## src/rtl/sat_pkg.sv

```systemverilog
// ----------------------------------------------------------------------------
// sat_pkg: shared types and constants of the scancode translator
// Scancode values, output character codes and the structs that pass
// between the translator stages.
// ----------------------------------------------------------------------------
package sat_pkg;

	localparam int KEYMAP_ENTRIES = 128;

	// input word layout
	localparam int S_TDATA_W = 32;
	localparam int S_TUSER_W = 2;

	// input kind carried in tuser
	localparam logic MODE_KEY   = 1'b0;
	localparam logic MODE_WRITE = 1'b1;

	// keymap selector codes
	localparam logic [1:0] MAP_UNSHIFTED = 2'd0;
	localparam logic [1:0] MAP_SHIFTED   = 2'd1;
	localparam logic [1:0] MAP_ALT       = 2'd2;

	// set-1 make codes
	localparam logic [7:0] SC_LSHIFT = 8'd42;
	localparam logic [7:0] SC_RSHIFT = 8'd54;
	localparam logic [7:0] SC_LCTRL  = 8'd29;
	localparam logic [7:0] SC_LALT   = 8'd56;
	localparam logic [7:0] SC_DELETE = 8'd83;
	localparam logic [7:0] SC_PGUP   = 8'd73;
	localparam logic [7:0] SC_PGDN   = 8'd81;
	localparam logic [7:0] SC_UP     = 8'd72;
	localparam logic [7:0] SC_DOWN   = 8'd80;
	localparam logic [7:0] SC_RIGHT  = 8'd77;
	localparam logic [7:0] SC_LEFT   = 8'd75;
	localparam logic [7:0] SC_HOME   = 8'd71;
	localparam logic [7:0] SC_END    = 8'd79;

	localparam logic [7:0] RELEASE_MASK = 8'h80;
	localparam logic [7:0] CTRL_MASK    = 8'h1f;

	// characters
	localparam logic [7:0] CH_ESC     = 8'h1b;
	localparam logic [7:0] CH_BRACKET = 8'h5b;
	localparam logic [7:0] CH_TILDE   = 8'h7e;
	localparam logic [7:0] CH_A       = 8'h41;
	localparam logic [7:0] CH_B       = 8'h42;
	localparam logic [7:0] CH_C       = 8'h43;
	localparam logic [7:0] CH_D       = 8'h44;
	localparam logic [7:0] CH_F       = 8'h46;
	localparam logic [7:0] CH_H       = 8'h48;
	localparam logic [7:0] CH_Z       = 8'h5a;
	localparam logic [7:0] CH_3       = 8'h33;
	localparam logic [7:0] CH_5       = 8'h35;
	localparam logic [7:0] CH_6       = 8'h36;
	localparam logic [7:0] CH_NUL     = 8'h00;

	// scancode item held in the first stage, with modifiers as seen before it
	typedef struct packed {
		logic       mode;
		logic       from_aux;
		logic [7:0] scancode;
		logic       shift;
		logic       ctrl;
		logic       alt;
	} item_t;

	// up to four output bytes made from one scancode
	typedef struct packed {
		logic [3:0][7:0] bytes;
		logic [1:0]      last_idx;
		logic            reboot;
		logic            has;
	} burst_t;

endpackage

```

## src/rtl/sat_keymap.sv

```systemverilog
// ----------------------------------------------------------------------------
// sat_keymap: loadable keymap tables
// Three keymaps (unshifted, shifted, alt), one write port shared by all,
// each read at the same address with registered read data.
// ----------------------------------------------------------------------------
module sat_keymap #(
	parameter int ENTRIES = sat_pkg::KEYMAP_ENTRIES
) (
	input  logic                       clk,
	input  logic                       wr_en,
	input  logic [1:0]                 wr_sel,
	input  logic [$clog2(ENTRIES)-1:0] wr_addr,
	input  logic [7:0]                 wr_data,
	input  logic                       rd_en,
	input  logic [$clog2(ENTRIES)-1:0] rd_addr,
	output logic [7:0]                 unshifted_s1,
	output logic [7:0]                 shifted_s1,
	output logic [7:0]                 alted_s1
);
	import sat_pkg::*;

	logic [7:0] unshifted_mem [ENTRIES];
	logic [7:0] shifted_mem   [ENTRIES];
	logic [7:0] alted_mem     [ENTRIES];

	always_ff @(posedge clk) begin
		if (wr_en && wr_sel == MAP_UNSHIFTED) begin
			unshifted_mem[wr_addr] <= wr_data;
		end
		if (rd_en) begin
			unshifted_s1 <= unshifted_mem[rd_addr];
		end
	end

	always_ff @(posedge clk) begin
		if (wr_en && wr_sel == MAP_SHIFTED) begin
			shifted_mem[wr_addr] <= wr_data;
		end
		if (rd_en) begin
			shifted_s1 <= shifted_mem[rd_addr];
		end
	end

	always_ff @(posedge clk) begin
		if (wr_en && wr_sel == MAP_ALT) begin
			alted_mem[wr_addr] <= wr_data;
		end
		if (rd_en) begin
			alted_s1 <= alted_mem[rd_addr];
		end
	end

endmodule

```

## src/rtl/sat_decode.sv

```systemverilog
// ----------------------------------------------------------------------------
// sat_decode: scancode to byte burst
// Turns one registered scancode and its keymap entries into zero to four
// output bytes.
// ----------------------------------------------------------------------------
module sat_decode (
	input  sat_pkg::item_t  item,
	input  logic [7:0]      unshifted,
	input  logic [7:0]      shifted,
	input  logic [7:0]      alted,
	output sat_pkg::burst_t burst
);
	import sat_pkg::*;

	logic [7:0] pick;

	function automatic burst_t ansi_seq(input logic [7:0] code, input logic tilde);
		burst_t b;
		b          = '0;
		b.bytes[0] = CH_ESC;
		b.bytes[1] = CH_BRACKET;
		b.bytes[2] = code;
		b.bytes[3] = CH_TILDE;
		b.last_idx = tilde ? 2'd3 : 2'd2;
		b.has      = 1'b1;
		return b;
	endfunction

	// plain key: alt map, then shifted, then unshifted
	always_comb begin
		if (item.alt) begin
			pick = alted;
		end else if (item.shift) begin
			pick = shifted;
		end else begin
			pick = unshifted;
		end
	end

	always_comb begin
		burst = '0;
		if (item.mode == MODE_KEY && !item.from_aux && !item.scancode[7]) begin
			unique case (item.scancode)
				SC_LSHIFT, SC_RSHIFT, SC_LCTRL, SC_LALT: begin
					burst = '0;
				end
				SC_UP:    burst = ansi_seq(CH_A, 1'b0);
				SC_DOWN:  burst = ansi_seq(CH_B, 1'b0);
				SC_RIGHT: burst = ansi_seq(CH_C, 1'b0);
				SC_LEFT:  burst = ansi_seq(CH_D, 1'b0);
				SC_HOME:  burst = ansi_seq(CH_H, 1'b0);
				SC_END:   burst = ansi_seq(CH_F, 1'b0);
				SC_PGUP:  burst = ansi_seq(CH_5, 1'b1);
				SC_PGDN:  burst = ansi_seq(CH_6, 1'b1);
				SC_DELETE: begin
					if (item.ctrl && item.alt) begin
						burst          = '0;
						burst.bytes[0] = CH_NUL;
						burst.reboot   = 1'b1;
						burst.has      = 1'b1;
					end else begin
						burst = ansi_seq(CH_3, 1'b1);
					end
				end
				default: begin
					if (item.ctrl && shifted >= CH_A && shifted <= CH_Z) begin
						burst.bytes[0] = shifted & CTRL_MASK;
						burst.has      = 1'b1;
					end else begin
						burst.bytes[0] = pick;
						burst.has      = !pick[7];
					end
				end
			endcase
		end
	end

endmodule

```

## src/rtl/sat_out_buf.sv

```systemverilog
// ----------------------------------------------------------------------------
// sat_out_buf: output burst register
// Holds one burst, handing its bytes to the output one per cycle while ready.
// ----------------------------------------------------------------------------
module sat_out_buf (
	input  logic            clk,
	input  logic            arst_n,
	input  logic            load,
	input  sat_pkg::burst_t burst,
	output logic            free,
	output logic            m_axis_tvalid,
	input  logic            m_axis_tready,
	output logic [7:0]      m_axis_tdata,  // character
	output logic            m_axis_tlast,
	output logic            m_axis_tuser   // reboot_request
);
	import sat_pkg::*;

	logic       valid_q;
	logic [1:0] ptr_q;
	burst_t     burst_s2;
	logic       take;
	logic       done;

	assign take = valid_q && m_axis_tready;
	assign done = take && ptr_q == burst_s2.last_idx;
	assign free = !valid_q || done;

	always_ff @(posedge clk or negedge arst_n) begin
		if (!arst_n) begin
			valid_q <= 1'b0;
			ptr_q   <= 2'd0;
		end else if (load) begin
			valid_q <= 1'b1;
			ptr_q   <= 2'd0;
		end else if (done) begin
			valid_q <= 1'b0;
		end else if (take) begin
			ptr_q <= ptr_q + 2'd1;
		end
	end

	always_ff @(posedge clk) begin
		if (load) begin
			burst_s2 <= burst;
		end
	end

	assign m_axis_tvalid = valid_q;
	assign m_axis_tdata  = burst_s2.bytes[ptr_q];
	assign m_axis_tlast  = ptr_q == burst_s2.last_idx;
	assign m_axis_tuser  = burst_s2.reboot;

	a_load_when_free: assert property (@(posedge clk) disable iff (!arst_n)
		load |-> free)
		else $error("burst loaded over one still in flight");

	a_ptr_in_range: assert property (@(posedge clk) disable iff (!arst_n)
		valid_q |-> ptr_q <= burst_s2.last_idx)
		else $error("byte pointer past end of burst");

	a_reboot_single: assert property (@(posedge clk) disable iff (!arst_n)
		valid_q && burst_s2.reboot |-> m_axis_tlast && m_axis_tdata == CH_NUL)
		else $error("reboot word not a lone nul byte");

	a_ptr_step: assert property (@(posedge clk) disable iff (!arst_n)
		take && !done && !load |=> valid_q && ptr_q == $past(ptr_q) + 2'd1)
		else $error("byte pointer did not advance after a taken word");

	a_load_start: assert property (@(posedge clk) disable iff (!arst_n)
		load |=> valid_q && ptr_q == 2'd0)
		else $error("new burst does not start at its first byte");

endmodule

```

## src/rtl/scancode_to_ansi_translator_core.sv

```systemverilog
// ----------------------------------------------------------------------------
// scancode_to_ansi_translator_core: set-1 scancode to ascii / ansi translator
// path: first stage registers the accepted word, output buffer its burst
// throughput: one input word per cycle while each makes at most one output
//   word and the output is ready; an item making n words holds the output
//   register till its last is taken (cursor keys 3 words, page keys, delete 4)
// reset: asynchronous, clears the modifier flags and the stage valid bits;
//   keymap contents are kept and hold garbage until written
// ----------------------------------------------------------------------------
module scancode_to_ansi_translator_core #(
	parameter int KEYMAP_ENTRIES = sat_pkg::KEYMAP_ENTRIES
) (
	input  logic                          clk,
	input  logic                          arst_n,
	// scancode / keymap write stream
	input  logic                          s_axis_tvalid,
	output logic                          s_axis_tready,
	// scancode[7:0], table_select[9:8], table_index[16:10],
	// table_value[24:17], zero[31:25]
	input  logic [sat_pkg::S_TDATA_W-1:0] s_axis_tdata,
	// mode[0], from_aux[1]
	input  logic [sat_pkg::S_TUSER_W-1:0] s_axis_tuser,
	// character stream
	output logic                          m_axis_tvalid,
	input  logic                          m_axis_tready,
	output logic [7:0]                    m_axis_tdata,  // character[7:0]
	output logic                          m_axis_tlast,
	output logic                          m_axis_tuser   // reboot_request[0]
);
	import sat_pkg::*;

	localparam int AW = $clog2(KEYMAP_ENTRIES);

	// unpacked input word
	logic       in_mode;
	logic       in_aux;
	logic [7:0] in_scancode;
	logic [1:0] in_table_select;
	logic [6:0] in_table_index;
	logic [7:0] in_table_value;

	logic       accept;
	logic       key_in;    // scancode byte that can touch the modifiers
	logic [6:0] rel_code;

	// modifier flags, already updated for every accepted key word
	logic       shift_q;
	logic       ctrl_q;
	logic       alt_q;

	// first stage: item plus modifiers as they stood before it
	logic       s1_valid_q;
	item_t      item_s1;
	logic [7:0] unshifted_s1;
	logic [7:0] shifted_s1;
	logic [7:0] alted_s1;
	logic       s1_adv;

	burst_t     burst;
	logic       ob_free;
	logic       ob_load;

	assign in_mode         = s_axis_tuser[0];
	assign in_aux          = s_axis_tuser[1];
	assign in_scancode     = s_axis_tdata[7:0];
	assign in_table_select = s_axis_tdata[9:8];
	assign in_table_index  = s_axis_tdata[16:10];
	assign in_table_value  = s_axis_tdata[24:17];

	assign accept   = s_axis_tvalid && s_axis_tready;
	assign key_in   = accept && in_mode == MODE_KEY && !in_aux;
	assign rel_code = in_scancode[6:0];

	// first stage drains when its burst is empty or the output buffer takes it
	assign s1_adv        = s1_valid_q && (!burst.has || ob_free);
	assign s_axis_tready = !s1_valid_q || s1_adv;
	assign ob_load       = s1_valid_q && burst.has && ob_free;

	// modifier tracking: press sets, release clears
	always_ff @(posedge clk or negedge arst_n) begin
		if (!arst_n) begin
			shift_q <= 1'b0;
			ctrl_q  <= 1'b0;
			alt_q   <= 1'b0;
		end else if (key_in) begin
			if ((in_scancode & RELEASE_MASK) != 8'd0) begin
				priority if (rel_code == SC_LSHIFT[6:0] || rel_code == SC_RSHIFT[6:0]) begin
					shift_q <= 1'b0;
				end else if (rel_code == SC_LCTRL[6:0]) begin
					ctrl_q <= 1'b0;
				end else if (rel_code == SC_LALT[6:0]) begin
					alt_q <= 1'b0;
				end else begin
					shift_q <= shift_q;
				end
			end else begin
				priority if (in_scancode == SC_LSHIFT || in_scancode == SC_RSHIFT) begin
					shift_q <= 1'b1;
				end else if (in_scancode == SC_LCTRL) begin
					ctrl_q <= 1'b1;
				end else if (in_scancode == SC_LALT) begin
					alt_q <= 1'b1;
				end else begin
					shift_q <= shift_q;
				end
			end
		end
	end

	// first stage valid
	always_ff @(posedge clk or negedge arst_n) begin
		if (!arst_n) begin
			s1_valid_q <= 1'b0;
		end else if (accept) begin
			s1_valid_q <= 1'b1;
		end else if (s1_adv) begin
			s1_valid_q <= 1'b0;
		end
	end

	// first stage payload, captured with the modifiers before this word's update
	always_ff @(posedge clk) begin
		if (accept) begin
			item_s1.mode     <= in_mode;
			item_s1.from_aux <= in_aux;
			item_s1.scancode <= in_scancode;
			item_s1.shift    <= shift_q;
			item_s1.ctrl     <= ctrl_q;
			item_s1.alt      <= alt_q;
		end
	end

	// keymaps: written and read at the accept edge so a write is seen by the
	// very next scancode
	sat_keymap #(
		.ENTRIES (KEYMAP_ENTRIES)
	) u_keymap (
		.clk          (clk),
		.wr_en        (accept && in_mode == MODE_WRITE),
		.wr_sel       (in_table_select),
		.wr_addr      (in_table_index[AW-1:0]),
		.wr_data      (in_table_value),
		.rd_en        (accept),
		.rd_addr      (in_scancode[AW-1:0]),
		.unshifted_s1 (unshifted_s1),
		.shifted_s1   (shifted_s1),
		.alted_s1     (alted_s1)
	);

	sat_decode u_decode (
		.item      (item_s1),
		.unshifted (unshifted_s1),
		.shifted   (shifted_s1),
		.alted     (alted_s1),
		.burst     (burst)
	);

	sat_out_buf u_out_buf (
		.clk           (clk),
		.arst_n        (arst_n),
		.load          (ob_load),
		.burst         (burst),
		.free          (ob_free),
		.m_axis_tvalid (m_axis_tvalid),
		.m_axis_tready (m_axis_tready),
		.m_axis_tdata  (m_axis_tdata),
		.m_axis_tlast  (m_axis_tlast),
		.m_axis_tuser  (m_axis_tuser)
	);

	a_ready_when_empty: assert property (@(posedge clk) disable iff (!arst_n)
		!s1_valid_q |-> s_axis_tready)
		else $error("input stalled with an empty first stage");

	a_s1_held: assert property (@(posedge clk) disable iff (!arst_n)
		s1_valid_q && !s1_adv |=> s1_valid_q && $stable(item_s1))
		else $error("first stage item lost while stalled");

	a_silent_drain: assert property (@(posedge clk) disable iff (!arst_n)
		s1_valid_q && !burst.has |-> s1_adv && !ob_load)
		else $error("empty burst not dropped");

endmodule
```

## config.mk

```make
export PLATFORM = sky130hd
export DESIGN_NAME = scancode_to_ansi_translator_core
export DESIGN_NICKNAME = d
export VERILOG_FILES = /design/src/rtl/sat_pkg.sv /design/src/rtl/sat_keymap.sv /design/src/rtl/sat_decode.sv /design/src/rtl/sat_out_buf.sv /design/src/rtl/scancode_to_ansi_translator_core.sv
export SDC_FILE = /design/constraint.sdc
export NUM_CORES = 2
export LEC_CHECK = 0
export ABC_AREA = 1
export BUFFER_PORTS_ARGS = -buffer_cell sky130_fd_sc_hd__buf_2
export CORE_ASPECT_RATIO = 1.5
export CORE_MARGIN = 3
export CORE_UTILIZATION = 30
export DETAILED_ROUTE_END_ITERATION = 8
export GPL_ROUTABILITY_DRIVEN = 0
export SLEW_MARGIN = 20
export SYNTH_ARGS = -nofsm -noshare
export SYNTH_HDL_FRONTEND = slang
export SYNTH_SLANG_ARGS = --single-unit
export TNS_END_PERCENT = 100
```

## constraint.sdc

```tcl
create_clock -name clk -period 3.4 [get_ports clk]
set_input_delay 1.02 -clock clk [delete_from_list [all_inputs] [get_ports clk]]
set_output_delay 1.02 -clock clk [all_outputs]
set_load 0.005 [all_outputs]
```

### Yosys cells after proc, flatten, opt, wreduce, memory -nomap -nowiden

Memories as Yosys holds them, arrays and structs flattened. A register that Yosys moved wholly into a read port is not among the register bits.
Cells that the tools add are included.

| storage, ports and cells | value |
|---|---|
| register bits | 54 |
| bits in writable memories | 3072 |
| input bits | 38 |
| memories | 3 |

Memories:

| name | depth | bits a word | rd ports | clocked after memory_dff | wr ports | line | RTL |
|---|---|---|---|---|---|---|---|
| u_keymap.alted_mem | 128 | 8 | 1 | 1 | 1 | sat_keymap.sv:24 | `logic [7:0] alted_mem [ENTRIES];` |
| u_keymap.shifted_mem | 128 | 8 | 1 | 1 | 1 | sat_keymap.sv:23 | `logic [7:0] shifted_mem [ENTRIES];` |
| u_keymap.unshifted_mem | 128 | 8 | 1 | 1 | 1 | sat_keymap.sv:22 | `logic [7:0] unshifted_mem [ENTRIES];` |

| operators by class | value |
|---|---|
| add/sub/neg operators | 1 |
| magnitude comparators | 3 |
| equality and inequality tests | 32 |
| mux-type cells | 40 |
| bitwise gates (word level) | 2 |
| reduce and logical (&&, ||, !) cells | 44 |

Operators with widths:

| operator | count |
|---|---|
| $pmux W23 S9 | 1 |
| $eq A8 B7 Y1 const B | 9 |
| $eq A8 B6 Y1 const B | 6 |
| $mux W35 | 1 |
| $mux W8 | 4 |
| $mux W1 | 27 |
| $pmux W8 S3 | 1 |
| $eq A7 B6 Y1 const B | 3 |
| $logic_and A1 B1 Y1 | 17 |
| $bmux W8 S2 | 1 |
| $eq A8 B5 Y1 const B | 2 |
| $reduce_bool A2 Y1 | 6 |
| $ne A2 B2 Y1 const B | 5 |
| $pmux W3 S3 | 1 |
| $ge A8 B7 Y1 const B | 1 |
| $le A8 B7 Y1 const B | 1 |
| $reduce_or A8 Y1 | 1 |
| $eq A7 B5 Y1 const B | 1 |
| $logic_not A1 Y1 | 7 |
| $reduce_and A7 Y1 | 1 |
| $mux W2 | 3 |
| $ne A2 B1 Y1 const B | 3 |
| $reduce_or A6 Y1 | 1 |
| $logic_or A1 B1 Y1 | 5 |
| other kinds (13) | 14 |

### Logic depth before layout (Yosys ltp)

| logic depth | value |
|---|---|
| word-level depth | 15 |
| depth in mapped cells | 16 |

### Hierarchy

From an unflattened synthesis, not the netlist that was laid out.

| second synthesis, totals | value |
|---|---|
| cell total of the unflattened synthesis | 10869 |
| area total of the unflattened synthesis | 128891.1 um2 |

By module, submodules not included:

| module | instances | cells an instance | area each (um2) | seq. area each (um2) |
|---|---|---|---|---|
| sat_keymap | 1 | 10504 | 125766.9 | 92969.2 |
| sat_out_buf | 1 | 107 | 1467.7 | 1126.1 |
| sat_decode | 1 | 191 | 943.4 | 0.0 |
| scancode_to_ansi_translator_core | 1 | 67 | 713.2 | 490.5 |

### Least setup slack after synthesis

Ideal clock, no wire load.

| timing path | value |
|---|---|
| kind | input to register |
| start | input s_axis_tdata[12] (netlist bit) |
| end | memory u_keymap.alted_mem[103][0], enable pin |
| setup time | 0.370 ns |
| arrival | 2.355 ns |
| required time | 3.030 ns |
| setup slack | 0.674 ns |
| cell stages on the path | 5 |
| cell sequence | inv_1 > nor3_1 > clkbuf_1 > nand2_1 > nor2_1 |

RTL lines:

| element | line | RTL |
|---|---|---|
| start: declaration | scancode_to_ansi_translator_core.sv:20 | `input logic [sat_pkg::S_TDATA_W-1:0] s_axis_tdata,` |
| end: declaration | sat_keymap.sv:24 |  |

No word-level cell before the write port.

### Final worst setup path

| timing path | value |
|---|---|
| start | register item_s1[0] (netlist bit) |
| end | output s_axis_tready |

| between the ends | value |
|---|---|
| word-level cells in the longest chain between the ends | 9 |

RTL lines:

| element | line | RTL |
|---|---|---|
| start: declaration | scancode_to_ansi_translator_core.sv:53 | `item_t item_s1;` |
| $mux W8 | sat_decode.sv:31 | `if (item.alt) begin` |
| $logic_not A1 Y1 | sat_decode.sv:71 | `burst.has = !pick[7];` |
| $mux W1 | sat_decode.sv:66 | `if (item.ctrl && shifted >= CH_A && shifted <= CH_Z) begin` |
| $pmux W1 S3 | sat_decode.sv:43 | `unique case (item.scancode)` |
| $mux W1 | sat_decode.sv:42 | `if (item.mode == MODE_KEY && !item.from_aux && !item.scancode[7]) begin` |
| $logic_not A1 Y1 | scancode_to_ansi_translator_core.sv:75 | `assign s1_adv = s1_valid_q && (!burst.has \|\| ob_free);` |
| $logic_or A1 B1 Y1 | scancode_to_ansi_translator_core.sv:75 |  |
| $logic_and A1 B1 Y1 | scancode_to_ansi_translator_core.sv:75 |  |
| $logic_or A1 B1 Y1 | scancode_to_ansi_translator_core.sv:76 | `assign s_axis_tready = !s1_valid_q \|\| s1_adv;` |
| end: declaration | scancode_to_ansi_translator_core.sv:17 | `output logic s_axis_tready,` |

No other way between the ends.

==> key figures <==
Timing
  • Fin crit share: 97.9%
  • Final Hold Viols: 0
  • Fin crit period: around 3.3 ns
  • Unrepaired setup endpoints after global routing: true
  • Final setup violation count: 0
  • Slack of the critical path: about 0.072 ns
  • Worst-Margin Slew: ~0.92 ns
  • Max Freq: approximately 300 MHz
  • Slew Viols, Final: 0
  • Slew Limit Headroom: a little under two fifths
  • Clock skew: 0.0563 ns

GRT
  • Largest net degree at the start of global routing: 129
  • All-layer global routing usage: roughly 18%
  • Initial antenna violation count: 15
  • First-pass GRT wire length: 539000 um
  • Final global-route overflow total: 0
  • Vias in the first global route: 76400

Clocking
  • H-tree levels: 5
  • CTS tree: done
  • CTS buffer count: approximately 280
  • Root Buffer: clkbuf_16
  • Deepest clock path buffer count: 4
  • Clk_lat worst skew: about 0.9 ns
  • Clk slew on worst S/H paths: 0.07 ns
  • CTS sink count: approximately 3100

Logic synthesis
  • Synth warnings: 0
  • Yosys top cell area share: 77.0%
  • Post-synthesis register bit count: approximately 3100
  • Synthesized Nets: approximately 9000
  • Post-Syn Area: between 100000 and 150000 um^2
  • Avg Synthesized Cell Area: roughly 14 um^2
  • EDFF count, synth: approximately 3100
  • Post-synthesis cell type count: 38
  • Synth area leaders: edfxtp_1 77%, o21ai_0 4.9%, a22oi_1 4.6%, nor2_1 4.0%, nand2_1 3.7%
  • Synth top cells by count: 3127 x edfxtp_1, 1288 x nor2_1, 1197 x nand2_1, 1195 x o21ai_0, 747 x a22oi_1
  • Count leader, synth: edfxtp_1
  • Synth area leader: edfxtp_1
  • Seq/Total Area, Yosys: between 70% and 80%
  • Ys flop type: edfxtp_1
  • Synth Instances: 8939
  • Ys async rst share: 0.223%

Worst setup path
  • Worst setup EP type: output port
  • Worst r2r src: item_s1[0]$_DFFE_PP_
  • Worst setup SP type: flip-flop
  • Highest cell delay on the worst timing path: around 0.49 ns
  • CP delay by family, top: flip-flops
  • CP required: approximately 2.4 ns
  • Slowest cell on crit path: edfxtp_1
  • Crit Path Max Fanout: 5
  • Reg2Reg Depth: 14
  • Setup CP Type: flip-flop to output port
  • CP Buf/Inv Count: 3
  • RR Endpoint: u_keymap.unshifted_mem[100][7]$_DFFE_PP_
  • CP dominant cell by count: inv_2
  • Worst-path cell chain: inv_2, nor2_1, a31oi_2, nand2_2, inv_2, nand4_4, nand3_4, buf_2
  • Worst EP arrival: roughly 2.3 ns
  • Slack of the worst reg-to-reg path: 0.28 ns

Power
  • Leakage dissipation: between 40 and 50 nW
  • Peak VDD IR: approximately 0.00039 V
  • Design Power: 79.5 mW
  • Pwr dens: between 500 and 600 nW/um^2

Cells and area
  • Layout cell share with drive strength beyond 1: between 15 and 20%
  • Area of the multi-input gates: around 25000 um^2
  • Fin nets: approximately 10000
  • Register area: 94100 um^2
  • Fin util: a little over a third
  • Synth-to-layout area growth: 19.2%
  • Number of fill cells: roughly 38000

Min path
  • Worst Hold Path Cells: 1
  • Hold Path Origin: s_axis_tuser[1]
  • Worst hold endpoint: item_s1[11]$_DFFE_PP_
  • Hold crit path type: primary input to flip-flop

Route
  • Drt drc: 2
  • Vias per cell: 5.13
  • Antenna Violating Nets Remaining: 0
  • Via Count: between 70000 and 80000
  • TritonRoute pass-1 iters: 7
  • Wirelength per Cell: 24.7 um
  • Drt initial violations: roughly 8600
  • Final WL: around 380000 um

Placed design
  • # port buffers: between 40 and 50
  • Pre-CTS WS: -0.860 ns
  • DP Wirelength: between 200000 and 300000 um

Die
  • Width of the chip: roughly 530 um
  • Starting density of the core: between 30% and 40%
  • IO Pins: 50
  • Core Region: between 400000 and 500000 um^2
  • Std cell rows: about 290
  • Die ar.: slightly above 400000 um^2
  • Die height: 787 um

Status
  • Status: complete, but fails checks
  • Failing checks: design-rule violations

Flow run
  • Max_cap viols: 0
[final cells by class]
cell class / count / area share [%]
multi-input cells: 5150 / 17.3
flip-flops and latches: 3134 / 64.7
repair buffers: 1126 / 7.16
diodes: 3 / 0.00517
well taps: 5328 / 4.59
clock inverters: 158 / 1.06
clock buffers: 320 / 4.95
inverters: 75 / 0.220
[worst reg2reg max path, cell delays in order, from the launching register on]
cell and delay, ns:
edfxtp_1 0.49, inv_2 0.15, nor2_1 0.07, a31oi_2 0.17, nand2_2 0.13, inv_2 0.10, nand4_4 0.12, nand3_4 0.09
buf_4 0.13, nand2_2 0.08, nor2_4 0.19, nand3_4 0.20, buf_4 0.34, nor2_1 0.31, buf_4 0.25
[cells in the final DEF (no fill, tap or decap), types with 55 or more instances in the layout]
master / n
edfxtp_1: 3127
nor2_1: 1278
o21ai_0: 1195
nand2_1: 1194
buf_4: 927
a22oi_1: 747
o21ai_1: 342
clkbuf_16: 282
nand4_1: 160
buf_12: 156
a21oi_1: 85
inv_1: 61
nand3_1: 59
clkinv_2: 55
[metal layers]
| layer | wire, um | up-vias | track usage (%) |
|---|---|---|---|
| met2 | 188000 | 3184 | 30.3 |
| met5 | 66 | - | 0 |
| met4 | 27500 | 10 | 11.3 |
| met1 | 137000 | 39600 | 20.3 |
| met3 | 24900 | 764 | 2.54 |
| li1 | - | 35000 | - |
[state kept, by name, indices dropped and copies added, names as in the netlist]
register,flops
u_keymap.unshifted_mem,1024
u_keymap.shifted_mem,1024
u_keymap.unshifted_s1,8
u_out_buf.ptr_q,2
shift_q,1
u_out_buf.burst_s2,17
u_keymap.alted_s1,8
item_s1,13
u_out_buf.m_axis_tuser,1
alt_q,1
ctrl_q,1
u_keymap.shifted_s1,8
s1_valid_q,1
u_out_buf.m_axis_tvalid,1
u_keymap.alted_mem,1024
[where the power goes]
| part | total (mW) | internal, mW | leakage, nW | switching (mW) |
|---|---|---|---|---|
| clock network | 31.2 | 17.1 | 4.28 | 14.1 |
| logic | 5.71 | 1.73 | 14.7 | 3.98 |
| registers | 42.6 | 42.5 | 28.2 | 0.0623 |
| total | 79.5 | 61.4 | 47.1 | 18.1 |
[worst max-delay path by stage]
stage,startpoint,to,cells after the start
2_1_floorplan,s_axis_tdata[12],u_keymap.alted_mem[103][0]$_DFFE_PP_,5
3_3_place_gp,s_axis_tdata[1],u_keymap.shifted_s1[2]$_DFFE_PP_,15
3_5_place_dp,s_axis_tdata[1],u_keymap.shifted_s1[2]$_DFFE_PP_,15
4_1_cts,item_s1[10]$_DFFE_PP_,s_axis_tready,9
5_1_grt,item_s1[2]$_DFFE_PP_,s_axis_tready,8
6_report,item_s1[0]$_DFFE_PP_,s_axis_tready,8
[through the flow]
| stage | TNS, ns | hold WS (ns) | std cells | area (um^2) |
|---|---|---|---|---|
| 2_1_floorplan | 0 | 0.419 | 8939 | 122000 |
| 3_3_place_gp | -9.21 | 0.430 | 14800 | 136000 |
| 3_5_place_dp | -9.05 | 0.432 | 14800 | 136000 |
| 4_1_cts | 0 | 0.265 | 15300 | 145000 |
| 5_1_grt | -0.0386 | 0.311 | 15300 | 145000 |
| 6_report | 0 | 0.332 | 15300 | 145000 |
[timing repair]
item / 4_1_cts / 5_1_grt
pin swaps: 6 / 1
hold endpoints to repair: 7 / 0
hold buffers: 1 / 0
endpoints found under the setup margin: 1 / 2
resized for setup: 12 / 9
buffers inserted: 13 / 3
[logic make-up after synthesis]
family	synth area share [%]
flops	77.2
compound gates	11.5
buf+inv	2.41
simple gates	8.92
(Power assumes the default switching activity.)
